`src/design/simplified_aes_cipher_assert.svh`:
```
// assertion macros for the simplified aes cipher
// needs clk and rst_n in the scope of each use
`ifndef SIMPLIFIED_AES_CIPHER_ASSERT_SVH
`define SIMPLIFIED_AES_CIPHER_ASSERT_SVH

// same-cycle implication
`define SAES_ASSERT_NOW(label, ante, cons, msg) \
  label: assert property (@(posedge clk) disable iff (!rst_n) (ante) |-> (cons)) \
    else $error(msg);

// next-cycle implication
`define SAES_ASSERT_NEXT(label, ante, cons, msg) \
  label: assert property (@(posedge clk) disable iff (!rst_n) (ante) |=> (cons)) \
    else $error(msg);

`endif

```
`src/design/saes_pkg.sv`:
```
// types, constants and cipher functions for the simplified aes cipher
// no dependencies
`timescale 1ns / 1ps
`default_nettype none

package saes_pkg;

  localparam int unsigned BLK_W = 16;
  localparam int unsigned NIB_W = 4;
  localparam int unsigned HALF_W = 8;

  typedef logic [BLK_W-1:0] blk_t;
  typedef logic [NIB_W-1:0] nib_t;
  typedef logic [HALF_W-1:0] half_t;

  typedef enum logic {
    CMD_ENC = 1'b0,
    CMD_DEC = 1'b1
  } cmd_t;

  typedef struct packed {
    blk_t k0;
    blk_t k1;
    blk_t k2;
  } rkeys_t;

  localparam logic [NIB_W:0] GF_POLY = 5'h13;
  localparam half_t RCON1 = 8'h80;
  localparam half_t RCON2 = 8'h30;
  localparam nib_t MIX_ENC0 = 4'h1;
  localparam nib_t MIX_ENC1 = 4'h4;
  localparam nib_t MIX_DEC0 = 4'h9;
  localparam nib_t MIX_DEC1 = 4'h2;
  localparam blk_t KEY_RST = 16'h0000;

  localparam nib_t SBOX_FWD [16] = '{
    4'h9, 4'h4, 4'hA, 4'hB, 4'hD, 4'h1, 4'h8, 4'h5,
    4'h6, 4'h2, 4'h0, 4'h3, 4'hC, 4'hE, 4'hF, 4'h7
  };

  localparam nib_t SBOX_INV [16] = '{
    4'hA, 4'h5, 4'h9, 4'hB, 4'h1, 4'h7, 4'h8, 4'hF,
    4'h6, 4'h0, 4'h2, 4'h3, 4'hC, 4'h4, 4'hD, 4'hE
  };

  function automatic nib_t gf_mul(input nib_t a, input nib_t b);
    nib_t acc;
    logic [NIB_W:0] t;
    acc = '0;
    t = {1'b0, a};
    for (int i = 0; i < NIB_W; i++) begin
      if (b[i]) begin
        acc = acc ^ t[NIB_W-1:0];
      end
      t = {t[NIB_W-1:0], 1'b0};
      if (t[NIB_W]) begin
        t = t ^ GF_POLY;
      end
    end
    return acc;
  endfunction

  function automatic blk_t sub_nib(input blk_t s, input logic inv);
    blk_t r;
    for (int i = 0; i < 4; i++) begin
      r[i*NIB_W +: NIB_W] = inv ? SBOX_INV[s[i*NIB_W +: NIB_W]]
                                : SBOX_FWD[s[i*NIB_W +: NIB_W]];
    end
    return r;
  endfunction

  // swaps nibble 1 and nibble 3, self-inverse
  function automatic blk_t shift_rows(input blk_t s);
    return {s[15:12], s[3:0], s[7:4], s[11:8]};
  endfunction

  function automatic blk_t mix_cols(input blk_t s, input nib_t m0, input nib_t m1);
    nib_t n0, n1, n2, n3;
    n0 = s[15:12];
    n1 = s[11:8];
    n2 = s[7:4];
    n3 = s[3:0];
    return {gf_mul(m0, n0) ^ gf_mul(m1, n1),
            gf_mul(m1, n0) ^ gf_mul(m0, n1),
            gf_mul(m0, n2) ^ gf_mul(m1, n3),
            gf_mul(m1, n2) ^ gf_mul(m0, n3)};
  endfunction

  function automatic blk_t next_key(input blk_t k, input half_t rc);
    half_t w0, w1, g, w2, w3;
    w0 = k[15:8];
    w1 = k[7:0];
    g = {SBOX_FWD[w1[3:0]], SBOX_FWD[w1[7:4]]} ^ rc;
    w2 = w0 ^ g;
    w3 = w2 ^ w1;
    return {w2, w3};
  endfunction

  function automatic rkeys_t expand_key(input blk_t k);
    rkeys_t rk;
    rk.k0 = k;
    rk.k1 = next_key(k, RCON1);
    rk.k2 = next_key(rk.k1, RCON2);
    return rk;
  endfunction

endpackage

`default_nettype wire

```
`src/design/saes_ifs.sv`:
```
// valid/ready channel interfaces for the simplified aes cipher
// depends on saes_pkg
`timescale 1ns / 1ps
`default_nettype none

interface saes_in_if
  import saes_pkg::*;
();
  logic valid;
  logic ready;
  logic cmd;
  blk_t data_in;

  modport source (output valid, output cmd, output data_in, input ready);
  modport sink (input valid, input cmd, input data_in, output ready);
endinterface

interface saes_out_if
  import saes_pkg::*;
();
  logic valid;
  logic ready;
  blk_t data_out;

  modport source (output valid, output data_out, input ready);
  modport sink (input valid, input data_out, output ready);
endinterface

interface saes_cfg_if
  import saes_pkg::*;
();
  logic valid;
  logic ready;
  blk_t cipher_key;

  modport source (output valid, output cipher_key, input ready);
  modport sink (input valid, input cipher_key, output ready);
endinterface

`default_nettype wire

```
`src/design/saes_key_exp.sv`:
```
// key register and round key expansion, updated on each key write
// depends on saes_pkg, saes_ifs and simplified_aes_cipher_assert.svh
`timescale 1ns / 1ps
`default_nettype none

`include "simplified_aes_cipher_assert.svh"

module saes_key_exp
  import saes_pkg::*;
(
  input  wire logic   clk,
  input  wire logic   rst_n,
  saes_cfg_if.sink    cfg,
  output rkeys_t      rkeys
);

  rkeys_t rk_r;
  rkeys_t rk_nxt;
  logic   wr;

  assign cfg.ready = 1'b1;
  assign wr = cfg.valid & cfg.ready;

  always_comb begin
    rk_nxt = rk_r;
    if (wr) begin
      rk_nxt = expand_key(cfg.cipher_key);
    end
  end

  always_ff @(posedge clk) begin
    if (!rst_n) begin
      rk_r <= expand_key(KEY_RST);
    end else begin
      rk_r <= rk_nxt;
    end
  end

  assign rkeys = rk_r;

  `SAES_ASSERT_NEXT(a_key_loaded, wr, rk_r.k0 == $past(cfg.cipher_key), "key word not stored")
  `SAES_ASSERT_NOW(a_key_chain, 1'b1, rk_r.k2 == next_key(rk_r.k1, RCON2), "round keys out of step")
  `SAES_ASSERT_NEXT(a_key_hold, !wr, $stable(rk_r), "round keys changed without a write")

endmodule

`default_nettype wire

```
`src/design/saes_core.sv`:
```
// one-pass encrypt/decrypt datapath for a 16-bit block
// depends on saes_pkg
`timescale 1ns / 1ps
`default_nettype none

module saes_core
  import saes_pkg::*;
(
  input  wire logic   cmd,
  input  wire blk_t   blk,
  input  wire rkeys_t rkeys,
  output blk_t        res
);

  blk_t enc_a, enc_b, enc_c;
  blk_t dec_a, dec_b, dec_c;

  always_comb begin
    enc_a = shift_rows(sub_nib(blk ^ rkeys.k0, 1'b0));
    enc_b = mix_cols(enc_a, MIX_ENC0, MIX_ENC1) ^ rkeys.k1;
    enc_c = shift_rows(sub_nib(enc_b, 1'b0)) ^ rkeys.k2;

    dec_a = sub_nib(shift_rows(blk ^ rkeys.k2), 1'b1) ^ rkeys.k1;
    dec_b = mix_cols(dec_a, MIX_DEC0, MIX_DEC1);
    dec_c = sub_nib(shift_rows(dec_b), 1'b1) ^ rkeys.k0;

    case (cmd_t'(cmd))
      CMD_ENC: res = enc_c;
      CMD_DEC: res = dec_c;
      default: res = enc_c;
    endcase
  end

endmodule

`default_nettype wire

```
`src/design/simplified_aes_cipher.sv`:
```
// simplified aes cipher top level: input register, cipher datapath, result register
// depends on saes_pkg, saes_ifs, saes_key_exp, saes_core and simplified_aes_cipher_assert.svh
//
// Takes one word per cycle unless a stalled result holds up the input register. The
// accepted block sits in an input register and one combinational pass through both
// rounds fills the result register, which holds the result word until it is taken.
// A stalled result holds while one more word waits in the input register. The round
// keys are expanded and registered when the key is written; cfg_if is always ready
// and a new key applies to every word that is still in the input register, so write
// it only while no word is in flight.
`timescale 1ns / 1ps
`default_nettype none

`include "simplified_aes_cipher_assert.svh"

module simplified_aes_cipher
  import saes_pkg::*;
(
  input  wire logic   clk,
  input  wire logic   rst_n,
  saes_in_if.sink     in_if,
  saes_out_if.source  out_if,
  saes_cfg_if.sink    cfg_if
);

  rkeys_t rkeys;

  logic s1_v_r, s1_v_nxt;
  logic s1_cmd_r;
  blk_t s1_blk_r;
  logic out_v_r, out_v_nxt;
  blk_t out_d_r;
  blk_t res;
  logic out_load;
  logic in_acc;

  saes_key_exp u_key_exp (
    .clk   (clk),
    .rst_n (rst_n),
    .cfg   (cfg_if),
    .rkeys (rkeys)
  );

  saes_core u_core (
    .cmd   (s1_cmd_r),
    .blk   (s1_blk_r),
    .rkeys (rkeys),
    .res   (res)
  );

  assign out_load = !out_v_r || out_if.ready;
  assign in_if.ready = !s1_v_r || out_load;
  assign in_acc = in_if.valid && in_if.ready;

  always_comb begin
    s1_v_nxt = s1_v_r;
    if (in_acc) begin
      s1_v_nxt = 1'b1;
    end else if (out_load) begin
      s1_v_nxt = 1'b0;
    end
    out_v_nxt = out_v_r;
    if (out_load) begin
      out_v_nxt = s1_v_r;
    end
  end

  always_ff @(posedge clk) begin
    if (!rst_n) begin
      s1_v_r  <= 1'b0;
      out_v_r <= 1'b0;
    end else begin
      s1_v_r  <= s1_v_nxt;
      out_v_r <= out_v_nxt;
    end
  end

  always_ff @(posedge clk) begin
    if (in_acc) begin
      s1_cmd_r <= in_if.cmd;
      s1_blk_r <= in_if.data_in;
    end
    if (out_load && s1_v_r) begin
      out_d_r <= res;
    end
  end

  assign out_if.valid = out_v_r;
  assign out_if.data_out = out_d_r;

  `SAES_ASSERT_NEXT(a_s1_moves, s1_v_r && out_load, out_v_r, "input word lost on its way out")
  `SAES_ASSERT_NEXT(a_s1_holds, s1_v_r && !out_load, s1_v_r && $stable(s1_blk_r), "held word changed")
  `SAES_ASSERT_NOW(a_no_overrun, in_acc && s1_v_r, out_load, "input register overwritten")
  `SAES_ASSERT_NEXT(a_result_value, s1_v_r && out_load, out_d_r == $past(res), "result not captured")

endmodule

`default_nettype wire
```
`src/flat_wrapper.sv`:
```
// flat-port wrapper written by rule: the top's interface ports become plain ports
module simplified_aes_cipher_flat import saes_pkg::*;
  (clk, rst_n, in_if_valid, in_if_cmd, in_if_data_in, in_if_ready, out_if_valid, out_if_data_out, out_if_ready, cfg_if_valid, cfg_if_cipher_key, cfg_if_ready);
  saes_in_if in_if_i ();
  saes_out_if out_if_i ();
  saes_cfg_if cfg_if_i ();
  input  wire logic clk;
  input  wire logic rst_n;
  input wire logic [$bits(in_if_i.valid)-1:0] in_if_valid;
  input wire logic [$bits(in_if_i.cmd)-1:0] in_if_cmd;
  input wire logic [$bits(in_if_i.data_in)-1:0] in_if_data_in;
  output wire logic [$bits(in_if_i.ready)-1:0] in_if_ready;
  output wire logic [$bits(out_if_i.valid)-1:0] out_if_valid;
  output wire logic [$bits(out_if_i.data_out)-1:0] out_if_data_out;
  input wire logic [$bits(out_if_i.ready)-1:0] out_if_ready;
  input wire logic [$bits(cfg_if_i.valid)-1:0] cfg_if_valid;
  input wire logic [$bits(cfg_if_i.cipher_key)-1:0] cfg_if_cipher_key;
  output wire logic [$bits(cfg_if_i.ready)-1:0] cfg_if_ready;
  assign in_if_i.valid = in_if_valid;
  assign in_if_i.cmd = in_if_cmd;
  assign in_if_i.data_in = in_if_data_in;
  assign in_if_ready = in_if_i.ready;
  assign out_if_valid = out_if_i.valid;
  assign out_if_data_out = out_if_i.data_out;
  assign out_if_i.ready = out_if_ready;
  assign cfg_if_i.valid = cfg_if_valid;
  assign cfg_if_i.cipher_key = cfg_if_cipher_key;
  assign cfg_if_ready = cfg_if_i.ready;
  simplified_aes_cipher u_core (.clk(clk), .rst_n(rst_n), .in_if(in_if_i), .out_if(out_if_i), .cfg_if(cfg_if_i));
endmodule
```
`config.mk`:
```
export PLATFORM = sky130hd
export DESIGN_NAME = simplified_aes_cipher_flat
export DESIGN_NICKNAME = d
export VERILOG_FILES = /design/src/design/saes_pkg.sv /design/src/design/saes_ifs.sv /design/src/design/saes_key_exp.sv /design/src/design/saes_core.sv /design/src/design/simplified_aes_cipher.sv /design/src/flat_wrapper.sv
export VERILOG_INCLUDE_DIRS = /design/src /design/src/design
export SDC_FILE = /design/constraint.sdc
export NUM_CORES = 1
export LEC_CHECK = 0
export ABC_CLOCK_PERIOD_IN_PS = 4400
export BUFFER_PORTS_ARGS = -buffer_cell sky130_fd_sc_hd__buf_4
export CAP_MARGIN = 10
export CORE_MARGIN = 1.5
export CORE_UTILIZATION = 47
export DETAILED_ROUTE_END_ITERATION = 10
export PLACE_DENSITY = 0.63
export SLEW_MARGIN = 20
export SYNTH_ARGS = -nofsm -noshare
export SYNTH_HDL_FRONTEND = slang
export SYNTH_SLANG_ARGS = --single-unit
```
`constraint.sdc`:
```
create_clock -name clk -period 4.4 [get_ports clk]
set_clock_uncertainty 0.15 [all_clocks]
set_input_delay 0.88 -clock clk [delete_from_list [all_inputs] [get_ports clk]]
set_output_delay 0.88 -clock clk [all_outputs]
set_load 0.05 [all_outputs]
```
== Word level (Yosys, flattened, before mapping) ==
Memory sizes are Yosys's and may differ from the RTL's.
Index checks and enable logic that the tools add are counted.
Storage, ports and cells
  register bits: 83
  ROM bits: 1280
  input bits: 38
  output and inout port bits: 19
  logic and storage cells: 251
  memories kept: 20
Operators by class
  $lt $le $gt $ge: 20
  mux-type cells: 107
  bitwise gates (word level): 89
  reductions and logical operators: 7
Memory list
  (no name shown): depth 16, width 4, read ports 1, clocked after memory_dff 0, wr ports 0, line saes_pkg.sv:93  | g = {SBOX_FWD[w1[3:0]], SBOX_FWD[w1[7:4]]} ^ rc;
  (no name shown): depth 16, width 4, read ports 1, clocked after memory_dff 0, wr ports 0, line saes_pkg.sv:66  | r[i*NIB_W +: NIB_W] = inv ? SBOX_INV[s[i*NIB_W +: NIB_W]]
  (no name shown): depth 16, width 4, read ports 1, clocked after memory_dff 0, wr ports 0, line saes_pkg.sv:66
  (no name shown): depth 16, width 4, read ports 1, clocked after memory_dff 0, wr ports 0, line saes_pkg.sv:93
  (no name shown): depth 16, width 4, read ports 1, clocked after memory_dff 0, wr ports 0, line saes_pkg.sv:66
  (no name shown): depth 16, width 4, read ports 1, clocked after memory_dff 0, wr ports 0, line saes_pkg.sv:66
  +14 memories
Operator list (count)
  $mux 4: 56
  $ge 5x5->1 const B: 20
  $not 4->5: 20
  $xor 16x16->16: 6
  $mux 3: 20
  $mux 2: 20
  $pmux 16 s2: 1
  $xor 4x4->4: 8
  $xor 8x8->8: 4
  $not 2->2: 13
  $not 1->1 const A: 24
  $not 1->1: 14
  $mux 1: 10
  $logic_and 1x1->1: 2
  $logic_not 1->1: 2
  $logic_or 1x1->1: 2
  $reduce_bool 2->1: 1

== Logic depth before layout (Yosys ltp) ==
Gate-level depths: netlist of the first run.
  depth after elaboration: 19
  mapped depth: 15
  mapped depth without buffers: 15

== By module ==
A second synthesis of the first run with hierarchy kept.
Unflattened totals
  cells, all modules: 884
  area, all modules: 8559.5 µm²
Modules (own cells, without submodules)
  saes_core: times used 1, cells an instance 529, area each 4604.4 µm², sequential area each 0.0 µm²
  saes_key_exp: times used 1, cells an instance 313, area each 2860.2 µm², sequential area each 960.9 µm²
  simplified_aes_cipher: times used 1, cells an instance 42, area each 1094.8 µm², sequential area each 1031.0 µm²

== Worst setup path before layout of the first run ==
No wires, ideal clock.
  path kind: reg2reg
  start point: register u_core.s1_blk_r[4]
  end point: register u_core.out_d_r[8] (netlist: u_core.out_if.data_out[8]) (data pin)
  setup time: 0.276 ns
  arrival: 3.454 ns
  required time: 3.974 ns
  setup slack: 0.520 ns
  stages on the path, launching flop included: 13
  buffers on the path: 0
  period minus slack after synthesis: 3.880 ns
  path through: edfxtp_1 > xor2_1 > inv_1 > ha_1 > mux4_2 > xnor2_2 > xnor2_2 > xor2_1 > inv_1 > ha_1 > mux4_2 > xnor2_1 > mux2i_1
On the way
  word-level cells in the longest chain between the ends: 18
  elaborated cells on any way between the ends: 35
  classes of those cells: mux (17); bitwise (14); memory (4)
Ends and longest elaborated chain
  start, declared: line simplified_aes_cipher.sv:30  | blk_t s1_blk_r;
  start signal, assigned: line simplified_aes_cipher.sv:81  | s1_blk_r <= in_if.data_in;
  $xor 16x16->16: line saes_core.sv:23  | dec_a = sub_nib(shift_rows(blk ^ rkeys.k2), 1'b1) ^ rkeys.k1;
  $not 4->5
  $mem_v2 16x4
  $mux 4 (not written as such) (2 in series): line saes_pkg.sv:66
  $xor 16x16->16: line saes_core.sv:23
  $mux 2: line saes_pkg.sv:52  | if (b[i]) begin
  $mux 3: line saes_pkg.sv:52
  $mux 4: line saes_pkg.sv:52
  $not 2->2 (no line)
  $mux 2: line saes_pkg.sv:52
  $xor 4x4->4: line saes_pkg.sv:86  | gf_mul(m1, n2) ^ gf_mul(m0, n3)};
  $not 4->5
  $mem_v2 16x4
  $mux 4 (not written as such) (2 in series): line saes_pkg.sv:66
  $xor 16x16->16: line saes_core.sv:25  | dec_c = sub_nib(shift_rows(dec_b), 1'b1) ^ rkeys.k0;
  $pmux 16 s2 *: line saes_core.sv:27  | case (cmd_t'(cmd))
  net u_core.res[8]: line simplified_aes_cipher.sv:33  | blk_t res;
  end signal, assigned: line simplified_aes_cipher.sv:84  | out_d_r <= res;
  end, declared: line simplified_aes_cipher.sv:32  | blk_t out_d_r;
The timed path passes the listed nets; every way through them passes the cells marked *. The select of a mux whose other input is x is not followed.
A chain may end at the register's enable or synchronous reset.

== Worst setup path after layout of the first run ==
  start point: register u_core.s1_blk_r[12]
  end point: register u_core.out_d_r[14] (netlist: u_core.out_if.data_out[14]) (data pin)
On the way
  word-level cells in the longest chain between the ends: 18
  elaborated cells on any way between the ends: 34
  classes of those cells: mux (17); bitwise (13); memory (4)
Ends and longest elaborated chain
  $xor 16x16->16: line saes_core.sv:23
  $not 4->5
  $mem_v2 16x4
  $mux 4 (not written as such) (2 in series): line saes_pkg.sv:66
  $xor 16x16->16: line saes_core.sv:23
  $mux 4: line saes_pkg.sv:52
  $not 1->1 (no line)
  $mux 1: line saes_pkg.sv:52
  $mux 2: line saes_pkg.sv:52
  $mux 3: line saes_pkg.sv:52
  $xor 4x4->4: line saes_pkg.sv:83  | return {gf_mul(m0, n0) ^ gf_mul(m1, n1),
  $not 4->5
  $mem_v2 16x4
  $mux 4 (not written as such) (2 in series): line saes_pkg.sv:66
  $xor 16x16->16: line saes_core.sv:25
  $pmux 16 s2 *: line saes_core.sv:27
  net u_core.res[14]: line simplified_aes_cipher.sv:33
Marks and branches as above.

==> results.cfg, run 1 <==
[route]
routed-via-count = 5845
vias_per_cell = 5.20
wl_per_cell_um = 16.1
first_iter_violations = 362
drc = 0
ant_nets = 0
drt-total-wl_mm = 18.1
dr.pass1.iters = 5

[clocking]
cts_tree = built
clockBufferDepth = 2
cts-root-buf = clkbuf_16
htree_num_levels = 3
clock-sinks = 83
clk_pin_slew_ps = 60
clock_latency_ps = 350
numCtsBuffers = 9

[flow_run]
maxCapViolations = 0

[floorplan]
rows = 48
core_um2 = 17200
dieArea_um2 = 18300
fp.dieW_um = 135
die_y_um = 135
ios = 57
initial_utilization_pct = 47.8

[worst_setup_path]
crit_chain = xor2_1 > inv_1 > ha_1 > mux2_2 > o22ai_1 > xor2_1 > xnor2_4 > xor2_2 > inv_1 > ha_1 > or3b_2 > o211ai_1 > xor2_1 > mux2i_1
cp-start-kind = flop
cp_data_required_time_ps = 4330
slowest_delay_ps = 460
endpoint_kind = flop
crit_family = XOR/XNOR gates
crit_fanout = 9
path_buf_inv = 2
arrival_ps = 4020
crit_path_frequent_cell = xor2_1
crit_slowest_cell = or3b_2
crit_type = reg -> reg

[synth]
ys_seq_elements = 83
ys_async_sr_fraction_pct = 0
netlist_area_um2 = 8210
synth_edf_count = 33
syn_nets = 976
avgSynthCellArea_um2 = 9.99
synth_warnings = 0
synth_cell_types = 63
ys_seq_area_share_pct = 24.3
synth_ff_type = dfxtp_1
syn_inst = 822

[layout]
multi_input_area_um2 = 5920
final_layout_size_suffix_gt1_share_pct = 19.0
final_cell_mix = ha_1, buf_4, xnor2_1
fillers = 1616
regArea_um2 = 1990
layout_commonest_cell = ha_1
layout.cells.non_filler = 1125
syn_to_final_growth_pct = 13.8
antenna_cells = 0
final_net_count = 1050

[timing]
tightest_slew_ps = 784
post-route-min-period_ps = 4090
fmax_mhz = 245
setup_viol = 0
slew_violations = 0
rsz0062_at_grt = no
hold_violations = 0
fin_crit_sh_pct = 92.9
finalSetupTns_ps = 0
slew_headroom_pct = 47.4

[pwr]
total_power_mw = 6.52
p_leak_nw = 4.20
seq_power_share_pct = 16.9
swShare_pct = 46.6
pwr-share-comb_pct = 72.0
irDropWorstVdd_uv = 324
power_switching_mw = 3.04
pwr_density_cell_nw_per_um2 = 698
pwr-share-clk_pct = 11.1
power.internal_mw = 3.48

[placed_design]
gp_congestion = 0.894
dp.cells = 1109
hpwlAfterDp_mm = 14.2
port_buffers = 55

[status]
status = completed

[global_route]
grtUsageTotal_pct = 20.7
grt_pass1_wl_mm = 29.2
grt_max_degree = 58
grt_pass1_vias = 5541
antenna_found_initial = 0
overflow = 0

[worst_hold_path]
hold_path.class = reg -> reg
power groups by stage:
stage          sequential (mW)  combinational [mW]  clock (mW)
2_1_floorplan             1.33                3.35           0
3_3_place_gp              1.12                4.56           0
3_5_place_dp              1.12                4.62           0
4_1_cts                   1.11                4.66       0.739
5_1_grt                   1.12                5.23       0.772
6_report                  1.10                4.69       0.722
area by class of cell:
class | instances | share of cell area, %
well taps | 225 | 3.01
clock buffers | 12 | 2.76
flip-flops and latches | 83 | 21.3
clock inverters | 3 | 0.147
multi-input cells | 653 | 63.4
inverters | 65 | 2.61
repair buffers | 84 | 6.75
routing by layer:
layer / routed length [um] / vias to the layer above / GRT usage (%)
met5: 0 / - / 0
met4: 176 / 0 / 4.42
met3: 706 / 14 / 2.92
met2: 7820 / 121 / 31.1
met1: 9420 / 2764 / 31.5
li1: - / 2946 / -
registers in the layout (all words and copies together) (netlist names):
name	count
u_core.u_key_exp.rkeys	48
u_core.out_if.data_out	16
u_core.s1_blk_r	16
u_core.out_if.valid	1
u_core.s1_cmd_r	1
u_core.s1_v_r	1
worst register-to-register path, delay by kind of cell (launching register included):
kind / cells / cell delay (ps)
adder cells (fa/ha/maj): 2 / 440
multiplexers: 2 / 340
AO/OA/AOI/OAI: 2 / 330
AND/OR/NAND/NOR: 1 / 460
buffers and inverters: 2 / 310
flip-flops: 1 / 420
XOR/XNOR: 5 / 1390
worst paths after layout:
check,from,to,slack (ps),cells after the start
worst max-delay path,u_core.s1_blk_r[12],u_core.out_if.data_out[14],310,14
worst max register to register,u_core.s1_blk_r[12],u_core.out_if.data_out[14],310,14
worst min register to register,u_core.s1_v_r,u_core.out_if.valid,360,2
worst min-delay path,u_core.s1_v_r,u_core.out_if.valid,360,2
cell usage after synthesis, types with 7 or more instances:
cell        n  area share [%]
xor2_2     12             2.4
mux4_2     14             3.8
nand2_1    31             1.4
xor2_1     62             6.6
nand3b_1    7            0.64
mux2i_1    63             7.7
edfxtp_1   33              12
a211oi_1    7            0.64
ha_1      116              18
o211ai_1   12             1.1
nor3b_1     7            0.64
o21ai_0    27             1.6
xnor2_2    18             3.6
xnor2_1    76             8.1
a21oi_1    29             1.8
dfxtp_1    50              12
nor2_1     55             2.5
nor3_1     18             1.1
inv_1      63             2.9
mux2_2      9             1.2
nand3_1    13            0.79
clkbuf_1   16            0.73
cell families after synthesis:
logic type                 count (synthesis)  share of synthesized area (%)
adders and majority gates                117                           17.8
muxes                                     86                           12.8
DFF                                       83                           24.3
xor gates and xnor gates                 174                           22.5
AOI/OAI and AO/OA                        112                           8.79
and+or+nand+nor                          163                           9.85
buffers and inverters                     86                           3.99
other                                      1                         0.0457
through the flow:
step                area [um^2]  hold slack [ps]  setup WS (ps)  utilization (%)
floorplan                  8210              328            520                -
global placement           9030              355            274             52.6
detailed placement         9030              359            235             52.6
CTS                        9300              367            216             54.2
global route               9340              408           18.7             54.4
finish                     9340              361            311             54.4
repair_timing:
item                                    in CTS  in global routing
buffers inserted                             0                  1
endpoints found under the setup margin       0                  6
hold buffers                                 0                  0
gates resized for setup                      0                  4
(Power assumes the default switching activity.)
==> run 2: changes to the inputs <==
--- a/config.mk
+++ b/config.mk
@@ -12,7 +12,7 @@
 export CORE_MARGIN = 1.5
 export CORE_UTILIZATION = 47
 export DETAILED_ROUTE_END_ITERATION = 10
-export PLACE_DENSITY = 0.63
+export PLACE_DENSITY = 0.61
 export SLEW_MARGIN = 20
 export SYNTH_ARGS = -nofsm -noshare
 export SYNTH_HDL_FRONTEND = slang
==> run 2 against run 1 <==
Non-clock buffer count shrank 16. Via count up 0.55%. Clock-buffer cell count unchanged. Critical path type unchanged. Critical endpoint unchanged.
==> results.cfg, run 2 (synthesis gave the netlist of run 1 again) <==
[status]
status = completed

[worst_setup_path]
crit_family = XOR/XNOR gates
cp-start-kind = flop
crit_fanout = 9
r2r-start = u_core.u_key_exp.rkeys[12]
arrival_ps = 4080
path_buf_inv = 2
endpoint_kind = flop
crit_path_start = u_core.u_key_exp.rkeys[12]
crit_type = reg -> reg
crit_slowest_cell = or3b_2
slowest_delay_ps = 460
cp_data_required_time_ps = 4330
crit_path_frequent_cell = xor2_1
crit_chain = xor2_1 > inv_1 > ha_1 > mux2_2 > o22ai_1 > xor2_1 > xnor2_4 > xor2_2 > inv_1 > ha_1 > or3b_2 > o211ai_1 > xor2_1 > mux2i_1
r2r_setup_slack_ps = 250

[placed_design]
hpwlAfterDp_mm = 15.1
port_buffers = 55
place_ws_ps = 74.5
gp_congestion = 0.835

[clocking]
clock_latency_ps = 350
cts_tree = built
htree_num_levels = 3
numCtsBuffers = 9
clk_pin_slew_ps = 70
clock-sinks = 83
cts-root-buf = clkbuf_16
hold_buffers = 0
clockBufferDepth = 2

[timing]
tightest_slew_ps = 770
fin_crit_sh_pct = 94.3
slew_violations = 0
layout_setup_ws_ps = 249
slew_headroom_pct = 48.3
setup_viol = 0
finalSetupTns_ps = 0
fmax_mhz = 241
hold_violations = 0
post-route-min-period_ps = 4150

[flow_run]
maxCapViolations = 0

[floorplan]
rows = 48
initial_utilization_pct = 47.8
fp.dieW_um = 135
die_y_um = 135
core_um2 = 17200
ios = 57
dieArea_um2 = 18300

[pwr]
seq_power_share_pct = 16.8
pwr_density_cell_nw_per_um2 = 712
power_switching_mw = 3.09
irDropWorstVdd_uv = 384
power.internal_mw = 3.53
swShare_pct = 46.7
pwr-share-clk_pct = 12.6
p_leak_nw = 4.15
pwr-share-comb_pct = 70.6

[layout]
antenna_cells = 0
largest_reg_flops = 48
layout_commonest_cell = ha_1
syn_to_final_growth_pct = 13.2
final_cell_mix = ha_1, xnor2_1, buf_4
final_layout_size_suffix_gt1_share_pct = 18.1
final_net_count = 1034

[worst_hold_path]
hold_path.class = reg -> reg
min-delay-start = u_core.s1_v_r

[global_route]
overflow = 0
grt_pass1_wl_mm = 30.5
grt_pass1_vias = 5773
grt_max_degree = 58
antenna_found_initial = 0
grtUsageTotal_pct = 21.6

[route]
ant_nets = 0
first_iter_violations = 289
drc = 0
drt-total-wl_mm = 19.2
wl_per_cell_um = 17.3
vias_per_cell = 5.29
routed-via-count = 5877
dr.pass1.iters = 5
run 2: cell count changes in the layout (fill, tap and decap cells not counted), sizes merged:
cell	change
clkinv	-3
buf	-16
bufinv	+2
inv	+2
run 2: tightest hold or removal path, stage by stage, from the launching register on:
cell and delay [ps]:
dfxtp_1 340, nor2_1 110, nor2_1 50
run 2: power by group through the flow:
| stage | combinational, mW | clock (mW) | sequential (mW) |
|---|---|---|---|
| finish | 4.68 | 0.834 | 1.11 |
| global route | 5.16 | 0.877 | 1.13 |
| CTS | 4.61 | 0.848 | 1.11 |
| detailed placement | 4.59 | 0 | 1.13 |
| global placement | 4.37 | 0 | 1.13 |
| floorplan | 3.35 | 0 | 1.33 |
run 2: layer usage:
layer  part of all wire [%]  GRT usage, %  up-vias
li1                       -             -     2917
met1                     50          30.6     2837
met2                     46          35.1      112
met3                    3.4          2.99       11
met4                   0.78          4.36        0
met5                      0             0        -
run 2: final timing paths:
check | end | cells past startpoint
setup / recovery | u_core.out_if.data_out[14] | 14
hold / removal | u_core.out_if.valid | 2
setup reg to reg | u_core.out_if.data_out[14] | 14
hold reg to reg | u_core.out_if.valid | 2
run 2: repair_timing:
item,4_1_cts,5_1_grt
resized for setup,0,7
endpoints found under the setup margin,0,8
buffers inserted,0,2
run 2: area by class of cell:
cell class | count | area [um^2]
sequential | 83 | 1990
multi-input combinational | 653 | 5950
timing repair buffer | 68 | 510
tap | 225 | 282
clock inverter | 4 | 72.6
inverter | 65 | 244
clock buffer | 12 | 246
fill | 1554 | 7880
run 2: metrics by stage:
step | instance area (um^2) | std cells | total power, mW | util, % | hold WS [ps]
final | 9300 | 1110 | 6.62 | 54.1 | 383
after global routing | 9300 | 1110 | 7.16 | 54.1 | 416
after CTS | 9230 | 1108 | 6.57 | 53.7 | 387
after detailed placement | 8910 | 1092 | 5.72 | 51.9 | 368
after global placement | 8900 | 1092 | 5.50 | 51.8 | 346
after floorplan | 8210 | 822 | 4.68 | - | 328
==> run 3: changes to the inputs <==
--- a/config.mk
+++ b/config.mk
@@ -8,11 +8,11 @@
 export LEC_CHECK = 0
 export ABC_CLOCK_PERIOD_IN_PS = 4400
 export BUFFER_PORTS_ARGS = -buffer_cell sky130_fd_sc_hd__buf_4
-export CAP_MARGIN = 10
 export CORE_MARGIN = 1.5
 export CORE_UTILIZATION = 47
 export DETAILED_ROUTE_END_ITERATION = 10
 export PLACE_DENSITY = 0.61
+export RECOVER_POWER = 100
 export SLEW_MARGIN = 20
 export SYNTH_ARGS = -nofsm -noshare
 export SYNTH_HDL_FRONTEND = slang
==> run 3 against run 2 <==
Hold slack got worse by 7.4 ps. Die area did not move. Utilization fell by 0.63 points. Clock-buffer cell count did not move. Largest cell class unchanged. Routed wire length barely moved. The run now ends with max-capacitance violations, max-slew violations left. Sequential cell count did not move. Sequential share of layout area rose by 0.25 points. Largest power group unchanged.
==> results.cfg, run 3 (synthesis gave the netlist of run 1 again) <==
[route]
drt-total-wl_mm = 19.3
drc = 0
first_iter_violations = 281
vias_per_cell = 5.28
dr.pass1.iters = 5
routed-via-count = 5865
ant_nets = 0
wl_per_cell_um = 17.3

[status]
failed_checks = max-capacitance violations, max-slew violations
status = complete, but fails checks

[pwr]
pwr-share-clk_pct = 12.7
pwr_density_cell_nw_per_um2 = 714
power.internal_mw = 3.47
p_leak_nw = 4.06
irDropWorstVdd_uv = 342
seq_power_share_pct = 16.9
swShare_pct = 47.2
power_switching_mw = 3.09
pwr-share-comb_pct = 70.3

[placed_design]
port_buffers = 55
gp_congestion = 0.835
dp.cells = 1092
hpwlAfterDp_mm = 15.1
place_area_um2 = 8910
place_ws_ps = 74.5

[timing]
tightest_slew_ps = 1940
hold_violations = 0
fin_crit_sh_pct = 95.1
layout_setup_ws_ps = 217
post-route-min-period_ps = 4180
slew_headroom_pct = -29.9
finalSetupTns_ps = 0
slew_violations = 17
setup_viol = 0
fmax_mhz = 239

[clocking]
clk_pin_slew_ps = 70
htree_num_levels = 3
cts_tree = built
cts-root-buf = clkbuf_16
clock-sinks = 83
numCtsBuffers = 9
hold_buffers = 0
clock_latency_ps = 350
clockBufferDepth = 2

[floorplan]
initial_utilization_pct = 47.8
ios = 57
fp.dieW_um = 135
dieArea_um2 = 18300
rows = 48
core_um2 = 17200
die_y_um = 135

[global_route]
grt_pass1_wl_mm = 30.5
antenna_found_initial = 0
grt_pass1_vias = 5773
grtUsageTotal_pct = 21.6
overflow = 0
grt_max_degree = 58

[layout]
layout_commonest_cell = ha_1
largest_reg_flops = 48
antenna_cells = 0
final_cell_mix = ha_1, xnor2_1, inv_1
design_area_um2 = 9190
final_layout_size_suffix_gt1_share_pct = 15.1
layout.cells.non_filler = 1110
syn_to_final_growth_pct = 11.9
fillers = 1581
final_net_count = 1034

[worst_setup_path]
crit_chain = xor2_1 > inv_1 > ha_1 > mux2_2 > o22ai_1 > xor2_1 > xnor2_4 > xor2_2 > inv_1 > ha_1 > or3b_2 > o211ai_1 > xor2_1 > mux2i_1
crit_type = reg -> reg
endpoint_kind = flop
crit_slowest_cell = or3b_2
cp-start-kind = flop
r2r-start = u_core.u_key_exp.rkeys[12]
cp_data_required_time_ps = 4330
path_buf_inv = 2
arrival_ps = 4110
crit_path_start = u_core.u_key_exp.rkeys[12]
crit_path_frequent_cell = xor2_1
crit_family = XOR/XNOR gates
crit_fanout = 9
slowest_delay_ps = 460

[flow_run]
maxCapViolations = 1

[worst_hold_path]
min-delay-start = u_core.s1_v_r
hold_path.class = reg -> reg
run 3: cell types whose count changed in the layout (fill, tap and decap cells not counted), moves of 2 or more:
cell / before / now
and2_1: 4 / 2
buf_4: 68 / 26
and2_0: 0 / 2
clkbuf_4: 0 / 18
clkbuf_1: 2 / 26
run 3: through the flow:
stage,power (mW),hold slack [ps],utilization (%)
floorplan,4.68,328,-
global route,7.09,413,53.5
global placement,5.50,346,51.8
CTS,6.57,387,53.7
detailed placement,5.72,368,51.9
finish,6.56,376,53.5
run 3: power groups by stage:
stage	registers, mW	logic (mW)	clock network [mW]
4_1_cts	1.11	4.61	0.848
3_3_place_gp	1.13	4.37	0
5_1_grt	1.12	5.09	0.877
6_report	1.11	4.61	0.836
2_1_floorplan	1.33	3.35	0
3_5_place_dp	1.13	4.59	0
run 3: routing by layer:
metal  GRT usage, %  wire length [um]  vias to the layer above  part of all wire (%)
met2           35.1              8870                      113                    46
met1           30.6              9420                     2823                    49
met5              0                 0                        -                     0
met4           4.36               151                        0                  0.78
li1               -                 -                     2918                     -
met3           2.99               815                       11                   4.2
run 3: cell type report:
type | instances | area, um^2 | area share, %
inverters | 65 | 244 | 2.66
clock buffers | 12 | 246 | 2.68
flip-flops and latches | 83 | 1990 | 21.7
clock inverters | 4 | 72.6 | 0.790
repair buffers | 68 | 420 | 4.58
well taps | 225 | 282 | 3.06
multi-input cells | 653 | 5930 | 64.6
run 3: timing repair:
item | 4_1_cts | 5_1_grt
setup endpoints to repair | 0 | 8
resized for setup | 0 | 7
setup buffers | 0 | 2
run 3: path summary, 6_finish.rpt:
check	end	slack, ps	cells past startpoint
setup / recovery	u_core.out_if.data_out[14]	220	14
hold / removal	u_core.out_if.valid	380	2
setup reg to reg	u_core.out_if.data_out[14]	220	14
hold reg to reg	u_core.out_if.valid	380	2
run 3: worst register-to-register path: stages (launching register included):
cell and delay [ps]:
dfxtp_1 430, xor2_1 340, inv_1 170, ha_1 230, mux2_2 270, o22ai_1 190
xor2_1 420, xnor2_4 240, xor2_2 300, inv_1 150, ha_1 210, or3b_2 460
o211ai_1 130, xor2_1 170, mux2i_1 90
